==> config.mk <==
export PLATFORM = sky130hd
export DESIGN_NAME = frame_difference_motion_centroid_flat
export DESIGN_NICKNAME = d
export VERILOG_FILES = /design/src/hw/rtl/fdmc_pkg.sv /design/src/hw/rtl/fdmc_if.sv /design/src/hw/rtl/fdmc_ctrl.sv /design/src/hw/rtl/fdmc_datapath.sv /design/src/hw/rtl/frame_difference_motion_centroid.sv /design/src/flat_wrapper.sv
export SDC_FILE = /design/constraint.sdc
export NUM_CORES = 1
export LEC_CHECK = 0
export ABC_AREA = 1
export BUFFER_PORTS_ARGS = -buffer_cell sky130_fd_sc_hd__buf_2
export CAP_MARGIN = 20
export CORE_UTILIZATION = 40
export DETAILED_ROUTE_END_ITERATION = 8
export GPL_ROUTABILITY_DRIVEN = 0
export PLACE_DENSITY = 0.67
export SLEW_MARGIN = 20
export SYNTH_ARGS = -nofsm -noshare
export SYNTH_HDL_FRONTEND = slang
export SYNTH_HIERARCHICAL = 1
export SYNTH_SLANG_ARGS = --single-unit
export TNS_END_PERCENT = 50
==> constraint.sdc <==
create_clock -name clk -period 5 [get_ports clk]
set_clock_uncertainty 0.15 [all_clocks]
set_input_delay 0.25 -clock clk [delete_from_list [all_inputs] [get_ports clk]]
set_output_delay 0.25 -clock clk [all_outputs]
set_load 0.005 [all_outputs]
==> src/hw/rtl/fdmc_pkg.sv <==
// Shared constants, register codes and controller command type for the motion centroid block.
package fdmc_pkg;

	localparam int MAX_WIDTH  = 1024;
	localparam int MAX_HEIGHT = 1024;

	localparam int PIX_W     = 8;
	localparam int COORD_W   = 10;
	localparam int WIN_W     = 13;
	localparam int CENT_W    = 12;
	localparam int AREA_W    = 22;
	localparam int SUM_W     = 33;
	localparam int CNT_W     = 21;
	localparam int BOX_W     = 11;
	localparam int CFG_IDX_W = 3;

	// one quotient bit per divider step
	localparam int DIV_STEPS = CENT_W;
	localparam int STEP_W    = $clog2(DIV_STEPS + 1);

	localparam logic [BOX_W-1:0] BOX_RESET = BOX_W'(2000);
	localparam logic [CNT_W-1:0] COUNT_MAX = '1;

	localparam logic [PIX_W-1:0] THRESH_RESET = PIX_W'(60);
	localparam logic [WIN_W-1:0] LEFT_RESET   = WIN_W'(-1);
	localparam logic [WIN_W-1:0] TOP_RESET    = WIN_W'(-1);
	localparam logic [WIN_W-1:0] RIGHT_RESET  = WIN_W'(1024);
	localparam logic [WIN_W-1:0] BOTTOM_RESET = WIN_W'(1024);

	typedef enum logic [CFG_IDX_W-1:0] {
		REG_THRESHOLD = 3'd0,
		REG_LEFT      = 3'd1,
		REG_TOP       = 3'd2,
		REG_RIGHT     = 3'd3,
		REG_BOTTOM    = 3'd4
	} cfg_reg_t;

	typedef struct packed {
		logic accept;
		logic load;
		logic step;
		logic finish;
	} fdmc_cmd_t;

endpackage

==> src/hw/rtl/fdmc_if.sv <==
// Request channel interfaces: pixel pairs in, results out, register writes.
interface fdmc_pix_if import fdmc_pkg::*; ();
	logic               valid;
	logic               ready;
	logic [PIX_W-1:0]   prev_pixel;
	logic [PIX_W-1:0]   curr_pixel;
	logic [COORD_W-1:0] col;
	logic [COORD_W-1:0] row;
	logic               last_pixel;

	modport source (output valid, prev_pixel, curr_pixel, col, row, last_pixel, input ready);
	modport sink (input valid, prev_pixel, curr_pixel, col, row, last_pixel, output ready);
endinterface

interface fdmc_res_if import fdmc_pkg::*; ();
	logic              valid;
	logic              ready;
	logic [CENT_W-1:0] centroid_x;
	logic [CENT_W-1:0] centroid_y;
	logic [AREA_W-1:0] box_area;
	logic              found;

	modport source (output valid, centroid_x, centroid_y, box_area, found, input ready);
	modport sink (input valid, centroid_x, centroid_y, box_area, found, output ready);
endinterface

interface fdmc_cfg_if import fdmc_pkg::*; ();
	logic                 valid;
	logic                 ready;
	logic [CFG_IDX_W-1:0] index;
	logic [WIN_W-1:0]     data;

	modport source (output valid, index, data, input ready);
	modport sink (input valid, index, data, output ready);
endinterface

==> src/hw/rtl/fdmc_ctrl.sv <==
// Controller: pixel acceptance, divider sequencing and result hand-off.
module fdmc_ctrl import fdmc_pkg::*; (
	input  logic      clk,
	input  logic      arst_n,
	input  logic      pix_valid,
	input  logic      pix_last,
	output logic      pix_ready,
	output logic      out_valid,
	input  logic      out_ready,
	output fdmc_cmd_t cmd
);

	typedef enum logic {
		ST_ACC,
		ST_DIV
	} state_t;

	state_t            state_q;
	logic [STEP_W-1:0] cnt_q;
	logic              out_valid_q;
	logic              steps_done;

	assign pix_ready  = (state_q == ST_ACC);
	assign out_valid  = out_valid_q;
	assign steps_done = (cnt_q == STEP_W'(DIV_STEPS));

	assign cmd.accept = pix_valid && pix_ready;
	assign cmd.load   = cmd.accept && pix_last;
	assign cmd.step   = (state_q == ST_DIV) && !steps_done;
	// hand over only when the result slot is empty or being emptied
	assign cmd.finish = (state_q == ST_DIV) && steps_done && (!out_valid_q || out_ready);

	always_ff @(posedge clk or negedge arst_n) begin
		if (!arst_n) begin
			state_q     <= ST_ACC;
			cnt_q       <= '0;
			out_valid_q <= 1'b0;
		end else begin
			if (cmd.finish) begin
				out_valid_q <= 1'b1;
			end else if (out_ready) begin
				out_valid_q <= 1'b0;
			end
			case (state_q)
				ST_ACC: begin
					if (cmd.load) begin
						state_q <= ST_DIV;
						cnt_q   <= '0;
					end
				end
				ST_DIV: begin
					if (cmd.step) begin
						cnt_q <= cnt_q + STEP_W'(1);
					end else if (cmd.finish) begin
						state_q <= ST_ACC;
					end
				end
				default: begin
					state_q <= ST_ACC;
				end
			endcase
		end
	end

	a_load_blocks_input: assert property (@(posedge clk) disable iff (!arst_n)
		cmd.load |=> (!pix_ready && cnt_q == '0))
		else $error("input still open after last pixel");

	a_step_bound: assert property (@(posedge clk) disable iff (!arst_n)
		cnt_q <= STEP_W'(DIV_STEPS))
		else $error("divider step count overran");

	a_result_from_finish: assert property (@(posedge clk) disable iff (!arst_n)
		$rose(out_valid_q) |-> $past(cmd.finish))
		else $error("result raised without divider finish");

	a_finish_reopens: assert property (@(posedge clk) disable iff (!arst_n)
		cmd.finish |=> (pix_ready && out_valid_q))
		else $error("finish did not reopen input and present result");

endmodule

==> src/hw/rtl/fdmc_datapath.sv <==
// Datapath: configuration registers, accumulators, bounding box, shared divider and area.
module fdmc_datapath import fdmc_pkg::*; (
	input  logic                 clk,
	input  logic                 arst_n,
	input  fdmc_cmd_t            cmd,
	input  logic [PIX_W-1:0]     prev_pixel,
	input  logic [PIX_W-1:0]     curr_pixel,
	input  logic [COORD_W-1:0]   col,
	input  logic [COORD_W-1:0]   row,
	input  logic                 cfg_write,
	input  logic [CFG_IDX_W-1:0] cfg_index,
	input  logic [WIN_W-1:0]     cfg_data,
	output logic [CENT_W-1:0]    centroid_x,
	output logic [CENT_W-1:0]    centroid_y,
	output logic [AREA_W-1:0]    box_area,
	output logic                 found
);

	logic [PIX_W-1:0] thresh_q;
	logic [WIN_W-1:0] left_q, top_q, right_q, bottom_q;

	logic [SUM_W-1:0]   sum_x_q, sum_y_q;
	logic [CNT_W-1:0]   count_q;
	logic [BOX_W-1:0]   min_col_q, min_row_q;
	logic [COORD_W-1:0] max_col_q, max_row_q;

	logic [SUM_W-1:0]   sum_x_nx, sum_y_nx;
	logic [CNT_W-1:0]   count_nx;
	logic [BOX_W-1:0]   min_col_nx, min_row_nx;
	logic [COORD_W-1:0] max_col_nx, max_row_nx;

	logic [SUM_W-1:0]   rem_x_q, rem_y_q, dsh_q;
	logic [CENT_W-1:0]  qx_q, qy_q;
	logic [COORD_W-1:0] dcol_q, drow_q;
	logic [AREA_W-1:0]  area_q;
	logic               nz_q;

	logic [CENT_W-1:0] last_cx_q, last_cy_q;
	logic [AREA_W-1:0] last_area_q;
	logic              found_q;

	logic [PIX_W-1:0]        diff;
	logic signed [WIN_W-1:0] col_s, row_s;
	logic                    in_window, hit;
	logic                    ge_x, ge_y;
	logic [2*COORD_W-1:0]    prod;
	logic [BOX_W-1:0]        dcol_w, drow_w;

	assign diff  = (prev_pixel > curr_pixel) ? prev_pixel - curr_pixel
	                                         : curr_pixel - prev_pixel;
	assign col_s = $signed(WIN_W'(col));
	assign row_s = $signed(WIN_W'(row));

	assign in_window = (col_s > $signed(left_q)) && (col_s < $signed(right_q)) &&
	                   (row_s > $signed(top_q)) && (row_s < $signed(bottom_q)) &&
	                   (32'(col) < MAX_WIDTH) && (32'(row) < MAX_HEIGHT);

	// a full count freezes the frame's statistics
	assign hit = cmd.accept && (diff >= thresh_q) && in_window && (count_q != COUNT_MAX);

	always_comb begin
		sum_x_nx   = sum_x_q;
		sum_y_nx   = sum_y_q;
		count_nx   = count_q;
		min_col_nx = min_col_q;
		max_col_nx = max_col_q;
		min_row_nx = min_row_q;
		max_row_nx = max_row_q;
		if (hit) begin
			sum_x_nx = sum_x_q + SUM_W'({col, 2'b00});
			sum_y_nx = sum_y_q + SUM_W'({row, 2'b00});
			count_nx = count_q + CNT_W'(1);
			if (BOX_W'(col) < min_col_q) min_col_nx = BOX_W'(col);
			if (col > max_col_q)         max_col_nx = col;
			if (BOX_W'(row) < min_row_q) min_row_nx = BOX_W'(row);
			if (row > max_row_q)         max_row_nx = row;
		end
	end

	assign dcol_w = BOX_W'(max_col_nx) - min_col_nx;
	assign drow_w = BOX_W'(max_row_nx) - min_row_nx;

	always_ff @(posedge clk or negedge arst_n) begin
		if (!arst_n) begin
			thresh_q <= THRESH_RESET;
			left_q   <= LEFT_RESET;
			top_q    <= TOP_RESET;
			right_q  <= RIGHT_RESET;
			bottom_q <= BOTTOM_RESET;
		end else if (cfg_write) begin
			case (cfg_index)
				REG_THRESHOLD: thresh_q <= cfg_data[PIX_W-1:0];
				REG_LEFT:      left_q   <= cfg_data;
				REG_TOP:       top_q    <= cfg_data;
				REG_RIGHT:     right_q  <= cfg_data;
				REG_BOTTOM:    bottom_q <= cfg_data;
				default: ;
			endcase
		end
	end

	always_ff @(posedge clk or negedge arst_n) begin
		if (!arst_n) begin
			sum_x_q   <= '0;
			sum_y_q   <= '0;
			count_q   <= '0;
			min_col_q <= BOX_RESET;
			max_col_q <= '0;
			min_row_q <= BOX_RESET;
			max_row_q <= '0;
		end else if (cmd.load) begin
			// frame closes: the divider takes the totals, clear for the next frame
			sum_x_q   <= '0;
			sum_y_q   <= '0;
			count_q   <= '0;
			min_col_q <= BOX_RESET;
			max_col_q <= '0;
			min_row_q <= BOX_RESET;
			max_row_q <= '0;
		end else if (hit) begin
			sum_x_q   <= sum_x_nx;
			sum_y_q   <= sum_y_nx;
			count_q   <= count_nx;
			min_col_q <= min_col_nx;
			max_col_q <= max_col_nx;
			min_row_q <= min_row_nx;
			max_row_q <= max_row_nx;
		end
	end

	assign ge_x = (rem_x_q >= dsh_q);
	assign ge_y = (rem_y_q >= dsh_q);
	assign prod = dcol_q * drow_q;

	// restoring division; the mean of values below 4096 needs only CENT_W quotient bits
	always_ff @(posedge clk) begin
		if (cmd.load) begin
			rem_x_q <= sum_x_nx;
			rem_y_q <= sum_y_nx;
			dsh_q   <= SUM_W'(count_nx) << (CENT_W - 1);
			nz_q    <= (count_nx != '0);
			dcol_q  <= dcol_w[COORD_W-1:0];
			drow_q  <= drow_w[COORD_W-1:0];
		end else if (cmd.step) begin
			if (ge_x) rem_x_q <= rem_x_q - dsh_q;
			if (ge_y) rem_y_q <= rem_y_q - dsh_q;
			qx_q   <= {qx_q[CENT_W-2:0], ge_x};
			qy_q   <= {qy_q[CENT_W-2:0], ge_y};
			dsh_q  <= dsh_q >> 1;
			area_q <= {prod, 2'b00};
		end
	end

	always_ff @(posedge clk or negedge arst_n) begin
		if (!arst_n) begin
			last_cx_q   <= '0;
			last_cy_q   <= '0;
			last_area_q <= '0;
			found_q     <= 1'b0;
		end else if (cmd.finish) begin
			found_q <= nz_q;
			// nothing found: hold the previous result
			if (nz_q) begin
				last_cx_q   <= qx_q;
				last_cy_q   <= qy_q;
				last_area_q <= area_q;
			end
		end
	end

	assign centroid_x = last_cx_q;
	assign centroid_y = last_cy_q;
	assign box_area   = last_area_q;
	assign found      = found_q;

endmodule

==> src/hw/rtl/frame_difference_motion_centroid.sv <==
// Frame difference motion centroid: top level joining controller and datapath.
// Pixel pairs are taken at one per cycle while a frame streams in.
// After the last pixel the input closes for the divider's 12 steps and the hand-off;
// the hand-off, which raises the result valid, waits until the result slot is empty or being emptied.
// The shared restoring divider, one quotient bit per cycle, runs while the input is closed.
// arst_n clears the registers, accumulators and previous result; no clearing pass is needed.
module frame_difference_motion_centroid import fdmc_pkg::*; (
	input logic         clk,
	input logic         arst_n,
	fdmc_pix_if.sink    pix,
	fdmc_res_if.source  res,
	fdmc_cfg_if.sink    cfg
);

	fdmc_cmd_t cmd;

	assign cfg.ready = 1'b1;

	fdmc_ctrl u_ctrl (
		.clk       (clk),
		.arst_n    (arst_n),
		.pix_valid (pix.valid),
		.pix_last  (pix.last_pixel),
		.pix_ready (pix.ready),
		.out_valid (res.valid),
		.out_ready (res.ready),
		.cmd       (cmd)
	);

	fdmc_datapath u_datapath (
		.clk        (clk),
		.arst_n     (arst_n),
		.cmd        (cmd),
		.prev_pixel (pix.prev_pixel),
		.curr_pixel (pix.curr_pixel),
		.col        (pix.col),
		.row        (pix.row),
		.cfg_write  (cfg.valid && cfg.ready),
		.cfg_index  (cfg.index),
		.cfg_data   (cfg.data),
		.centroid_x (res.centroid_x),
		.centroid_y (res.centroid_y),
		.box_area   (res.box_area),
		.found      (res.found)
	);

endmodule
==> src/flat_wrapper.sv <==
// flat-port wrapper written by rule: the top's interface ports become plain ports
module frame_difference_motion_centroid_flat import fdmc_pkg::*;
  (clk, arst_n, pix_valid, pix_prev_pixel, pix_curr_pixel, pix_col, pix_row, pix_last_pixel, pix_ready, res_valid, res_centroid_x, res_centroid_y, res_box_area, res_found, res_ready, cfg_valid, cfg_index, cfg_data, cfg_ready);
  fdmc_pix_if pix_i ();
  fdmc_res_if res_i ();
  fdmc_cfg_if cfg_i ();
  input logic clk;
  input logic arst_n;
  input wire logic [$bits(pix_i.valid)-1:0] pix_valid;
  input wire logic [$bits(pix_i.prev_pixel)-1:0] pix_prev_pixel;
  input wire logic [$bits(pix_i.curr_pixel)-1:0] pix_curr_pixel;
  input wire logic [$bits(pix_i.col)-1:0] pix_col;
  input wire logic [$bits(pix_i.row)-1:0] pix_row;
  input wire logic [$bits(pix_i.last_pixel)-1:0] pix_last_pixel;
  output wire logic [$bits(pix_i.ready)-1:0] pix_ready;
  output wire logic [$bits(res_i.valid)-1:0] res_valid;
  output wire logic [$bits(res_i.centroid_x)-1:0] res_centroid_x;
  output wire logic [$bits(res_i.centroid_y)-1:0] res_centroid_y;
  output wire logic [$bits(res_i.box_area)-1:0] res_box_area;
  output wire logic [$bits(res_i.found)-1:0] res_found;
  input wire logic [$bits(res_i.ready)-1:0] res_ready;
  input wire logic [$bits(cfg_i.valid)-1:0] cfg_valid;
  input wire logic [$bits(cfg_i.index)-1:0] cfg_index;
  input wire logic [$bits(cfg_i.data)-1:0] cfg_data;
  output wire logic [$bits(cfg_i.ready)-1:0] cfg_ready;
  assign pix_i.valid = pix_valid;
  assign pix_i.prev_pixel = pix_prev_pixel;
  assign pix_i.curr_pixel = pix_curr_pixel;
  assign pix_i.col = pix_col;
  assign pix_i.row = pix_row;
  assign pix_i.last_pixel = pix_last_pixel;
  assign pix_ready = pix_i.ready;
  assign res_valid = res_i.valid;
  assign res_centroid_x = res_i.centroid_x;
  assign res_centroid_y = res_i.centroid_y;
  assign res_box_area = res_i.box_area;
  assign res_found = res_i.found;
  assign res_i.ready = res_ready;
  assign cfg_i.valid = cfg_valid;
  assign cfg_i.index = cfg_index;
  assign cfg_i.data = cfg_data;
  assign cfg_ready = cfg_i.ready;
  frame_difference_motion_centroid u_core (.clk(clk), .arst_n(arst_n), .pix(pix_i), .res(res_i), .cfg(cfg_i));
endmodule
Yosys cells after proc, flatten, opt, wreduce, memory -nomap -nowiden
Index checks and enable logic that the tools add are counted.
Widths: inputs -> output; s select.

word-level totals
  input bits = 58
  word-level logic and storage cells = 136
  bits in registers = 403

cells by class
  bitwise operators = 2
  mux-type cells = 43
  $lt $le $gt $ge = 12
  reduce and logical (&&, ||, !) cells = 31
  add/subtract/negate cells = 10
  multipliers = 1
  eq/ne operators = 8

operators by type and width
  cell                   number
  $mux 33                12
  $mux 11                8
  $mux 10                8
  $add 33x12->33         2
  $ge 33x32->1           2
  $sub 33x32->33         2
  $mux 32                2
  $mux 21                3
  $gt 11x13->1           2
  $lt 11x13->1           2
  $lt 10x11->1           2
  $add 21x1->21 const B  1
  $ne 21x21->1 const B   1
  $reduce_bool 21->1     1
  $gt 10x10->1           2
  $mul 10x10->20         1
  $reduce_and 2->1       10
  $sub 10x10->10         2
  $sub 8x8->8            2
  $logic_and 1x1->1      11
  $reduce_bool 2->1      5
  $ge 8x8->1             1
  $gt 8x8->1             1
  $mux 4                 2
  14 further kinds       22

Longest topological paths before layout
  depth in word-level cells = 9
  gate-level depth with buffers = 42
  gate-level depth less buffers = 41

By module
The synthesis kept the hierarchy.

by module, submodules not included
  module                            cells an instance  seq. area each (sq um)  times used  area each (sq um)
  fdmc_datapath                     3371               10595.2                 1           27716.6
  fdmc_ctrl                         42                 150.1                   1           337.8
  frame_difference_motion_centroid  2                  0.0                     1           11.3

Worst setup path before layout
Ideal clock, no wire load.

  path type = input port to flip-flop
  from = input port pix_prev_pixel[0]
  to = register u_core.u_datapath.drow_q[9], data pin
  path slack = -511 ps
  setup time = 252 ps
  arrival = 5109 ps
  path buffers = 1
  stages = 37
  cells stage by stage = inv_1 -> ha_1 -> inv_1 -> fa_1 -> nand3_1 -> nand2_1 -> nand2_1 -> o211ai_1 -> o21ai_2 -> mux2_2 -> o21ai_0 -> xnor2_1 -> inv_1 -> ha_1 -> nand2_1 -> nor2_1 -> nand4_1 -> nand3_1 -> nand4_1 -> nor3_4 -> nand3_2 -> buf_4 -> o21ai_1 -> inv_1 -> ha_1 -> nand2_1 -> nor2_1 -> a211oi_1 -> o21ai_0 -> nand3_1 -> nand2_1 -> a21oi_1 -> inv_1 -> a21oi_1 -> inv_1 -> nand3_1 -> nand2_1

between the ends
  longest elaborated chain between the ends = 8
  elaborated cells between the ends (all ways) = 11
  classes of those cells = 3 x add/sub; 2 x order compare; 3 x mux; 3 x reduce/logical

RTL lines
  item                                       line                  text
  start: declaration                         flat_wrapper.sv:10    input wire logic [$bits(pix_i.prev_pixel)-1:0] pix_prev_pixel;
  $sub 8x8->8 (tied with other cells)        fdmc_datapath.sv:50   : curr_pixel - prev_pixel;
  $mux 8 (*)                                 fdmc_datapath.sv:49   assign diff = (prev_pixel > curr_pixel) ? prev_pixel - curr_pixel
  $ge 8x8->1 (*)                             fdmc_datapath.sv:59   assign hit = cmd.accept && (diff >= thresh_q) && in_window && (count_q != COUNT_MAX);
  $logic_and 1x1->1 (*) (3 in series)        fdmc_datapath.sv:59
  $mux 10 / $mux 11 (equally long branches)  fdmc_datapath.sv:69   if (hit) begin
  $sub 10x10->10 (*)                         fdmc_datapath.sv:81   assign drow_w = BOX_W'(max_row_nx) - min_row_nx;
  named net u_core.u_datapath.drow_w[9]      fdmc_datapath.sv:47   logic [BOX_W-1:0] dcol_w, drow_w;
  end signal: assignment                     fdmc_datapath.sv:143  drow_q <= drow_w[COORD_W-1:0];
  end: declaration                           fdmc_datapath.sv:34   logic [COORD_W-1:0] dcol_q, drow_q;

The timed path passes the listed nets; every way through them passes the cells marked *.
A chain may end at the register's enable or synchronous reset.

Worst setup path in the final report
  from = register u_core.u_datapath.drow_q[2]
  to = register u_core.u_datapath.area_q[19], data pin

between the ends
  longest elaborated chain between the ends = 1

RTL lines
  item                                  line                  text
  $mul 10x10->20                        fdmc_datapath.sv:133  assign prod = dcol_q * drow_q;
  named net u_core.u_datapath.prod[17]  fdmc_datapath.sv:46   logic [2*COORD_W-1:0] prod;
  end signal: assignment                fdmc_datapath.sv:150  area_q <= {prod, 2'b00};
  end: declaration                      fdmc_datapath.sv:35   logic [AREA_W-1:0] area_q;

The timed path passes the listed nets, and every way through them passes these cells.

==> flow_summary.ini <==
[hold_path]
min_path_cells = 4
hp-class = input port to flip-flop
holdPathEnd = u_core/u_datapath/max_row_q[1]
hp-start = pix_row[1]

[logic_synthesis]
avgSynthCellArea_um2 = 8.22
synth_seq_cells = 399
postSynthCellCount = 3415
synthesis.area_um2 = 28100
synth-edff-count = 152
async_reset_ff_frac = 0.591
yosys_warnings = 6
synth_ff_type = dfrtp_1
synth_seq_area_share = 0.383
ys_types = 55

[critical_path]
path_class = flip-flop to flip-flop
reg2reg_slack_ns = 0.08
crit_buf_inv = 1
critical-path-top-delay-family = adder cells
critical_path.endpoint_type = flip-flop
crit_chain = nand2_1 > fa_1 > fa_1 > fa_1 > fa_1 > inv_1 > fa_1 > ha_4 > a21oi_2 > nor2_1 > a211oi_2 > nand3_2 > a21oi_2 > o21ai_0 > xor2_1
reg2reg_depth = 15
r2r-start = u_core/u_datapath/drow_q[2]
reg2reg_to = u_core/u_datapath/area_q[19]
crit_arrival_ns = 5.13
cpMostUsedCell = fa_1
worstSetupStartpointType = flip-flop
worst_path_largest_cell_delay_ns = 0.54
cp.required_ns = 5.21
slowest_stage = fa_1
cp_max_fo = 6

[die]
core_um2 = 69100
start_util = 0.406
die_area_um2 = 71200
die_h_um = 267
rows = 96
dieWidth_um = 267
ioPinCount = 108

[place]
placed_area_um2 = 30800
port_buffers = 104
hpwlAfterDp_um = 52300

[timing]
finalSetupViolCount = 0
post-route-min-period_ns = 4.92
fin_crit_sh = 0.984
drv_slew = 0
worstMarginPinSlew_ns = 0.943
relSlewSlack = 0.370
hold_ws_ns = 0.0398
finalHoldViolCount = 0
fmax_mhz = 203
rsz0062_at_grt = true

[clock_network]
htreeDepth = 2
clock_sinks = 399
cts_root_buf = clkbuf_16
cts_tree = built
cts_buffers = 48
clkLatencyLatePin_ns = 0.63
cts.path.max_buffers = 3
path_clk_slew_ns = 0.06

[routing]
wirelength_um = 70700
wire_per_inst_um = 15.1
drt_iter0_drc = 1487
drc = 0
via_count = 23331
dr.pass1.iters = 5
detail-route-antenna-nets = 0
viasPerCell = 5.00

[layout]
postLayoutCellArea_um2 = 33500
fillCellCount = 6499
drive_gt1_frac = 0.159
syn2layout_area_growth_pct = 19.3
final_nets = 4083

[global_route]
grt_pass1_wl_um = 114000
grt_max_degree = 113
grt.overflow.total = 0
grt_pass1_vias = 22610
antenna_found_initial = 4
grt_util_all_layers = 0.197

[pwr]
p_total_w = 0.0250
p_leak_nw = 16.5
ir_worst_vdd_mv = 0.615
powerDensity_nw_per_um2 = 745

[run]
max-cap-violations = 0

[run_status]
status = finished, final reports clean
## tightest hold or removal path: stages
cell	delay [ns]
buf_2	0.12
buf_4	0.19
o21ai_4	0.15
nor2_1	0.05
## timing repair
| item | CTS | global route |
|---|---|---|
| pin swaps | 1 | 55 |
| cloned | 0 | 1 |
| setup endpoints to repair | 7 | 15 |
| endpoints found under the hold margin | 159 | 0 |
| hold buffers | 28 | 0 |
| setup buffers | 7 | 20 |
| gates resized for setup | 5 | 66 |
## cell families (layout without fill, tap and decap cells)
family	count (synthesis)	in the layout	share of synthesized area
other cells	2	4	0.000268
simple gates	1326	1327	0.197
flops	399	399	0.383
buf+inv	612	931	0.0835
xor+xnor	124	124	0.0387
compound gates	566	566	0.110
mux	57	57	0.0224
fa+ha+maj	329	329	0.165
## how the worst max path moves through the flow
stage               cells past startpoint                            to                         from
floorplan                              37   u_core/u_datapath/drow_q[9]            pix_prev_pixel[0]
global placement                       39   u_core/u_datapath/dcol_q[9]            pix_prev_pixel[0]
detailed placement                     39   u_core/u_datapath/dcol_q[9]            pix_prev_pixel[0]
CTS                                    37   u_core/u_datapath/dcol_q[9]            pix_prev_pixel[0]
global route                           41   u_core/u_datapath/dcol_q[9]            pix_prev_pixel[0]
finish                                 15  u_core/u_datapath/area_q[19]  u_core/u_datapath/drow_q[2]
## state kept, by name, summed over array words and instances, names as in the netlist, 11 cells and up
register and count:
u_core/u_datapath/area_q 20, u_core/u_datapath/bottom_q 13, u_core/u_datapath/box_area 20, u_core/u_datapath/centroid_x 12
u_core/u_datapath/centroid_y 12, u_core/u_datapath/count_q 21, u_core/u_datapath/dsh_q 32, u_core/u_datapath/left_q 13
u_core/u_datapath/min_col_q 11, u_core/u_datapath/min_row_q 11, u_core/u_datapath/qx_q 12, u_core/u_datapath/qy_q 12
u_core/u_datapath/rem_x_q 33, u_core/u_datapath/rem_y_q 33, u_core/u_datapath/right_q 13, u_core/u_datapath/sum_x_q 31
u_core/u_datapath/sum_y_q 31, u_core/u_datapath/top_q 13
## routing by layer
metal | share of wire | track usage | vias up
met5 | 0 | 0 | -
met4 | 0.023 | 0.0525 | 0
met3 | 0.042 | 0.0257 | 108
met2 | 0.47 | 0.337 | 514
met1 | 0.46 | 0.262 | 10961
li1 | - | - | 11748
## synthesized netlist by cell type, types with 44 or more instances
master	n	area [um2]
edfxtp_1	152	4560
mux2_2	47	529
ha_1	259	3240
dfstp_2	44	1160
o21ai_0	259	1300
a21oi_1	179	896
fa_1	70	1400
inv_1	520	1950
dfrtp_1	192	4800
nor2_1	305	1140
xor2_1	85	744
clkbuf_1	72	270
nand2_1	756	2840
nand3_1	127	636
## final cells by class
cell class              instances  area (um2)  share of cell area
diodes                          1        2.50           0.0000747
clock buffers                  53        1240              0.0370
clock inverters                37         582              0.0174
inverters                     522        1980              0.0591
multi-input cells            2406       15500               0.463
flip-flops and latches        399       10700               0.321
well taps                     931        1160              0.0348
repair buffers                319        2280              0.0680
## power by group
group          internal, W  switching [W]
registers          0.00546       0.000578
clock network      0.00249        0.00153
logic              0.00642        0.00848
## layout by cell type, fill, tap and decap left out, types with 11 or more instances in the layout
cell type,n
nor3_1,32
xor2_1,85
edfxtp_1,152
inv_1,510
dfxtp_1,11
buf_2,102
fa_1,64
nor2_1,299
dlygate4sd3_1,28
or2_2,24
o21bai_1,15
o22ai_1,35
mux2_2,46
nand3b_1,14
a21o_1,15
nand2_1,745
ha_4,16
nor4_1,14
ha_1,242
bufinv_16,13
nand4_1,28
o21ai_0,247
buf_4,181
clkbuf_16,48
a21oi_2,13
nand3_1,121
xnor2_1,39
dfrtp_1,192
o211ai_1,11
o21ai_1,13
a21oi_1,165
dfstp_2,44
## per-stage QoR
stage / util / worst slack (ns) / TNS [ns] / std cells
final: 0.485 / 0.0788 / 0 / 4668
after global routing: 0.485 / -0.191 / -0.704 / 4667
after CTS: 0.477 / -0.0253 / -0.0425 / 4646
after detailed placement: 0.446 / -0.674 / -6.33 / 4521
after global placement: 0.446 / -0.545 / -3.45 / 4521
after floorplan: - / -0.260 / -0.516 / 3416
Note: power is estimated with default switching activity, not from simulation.
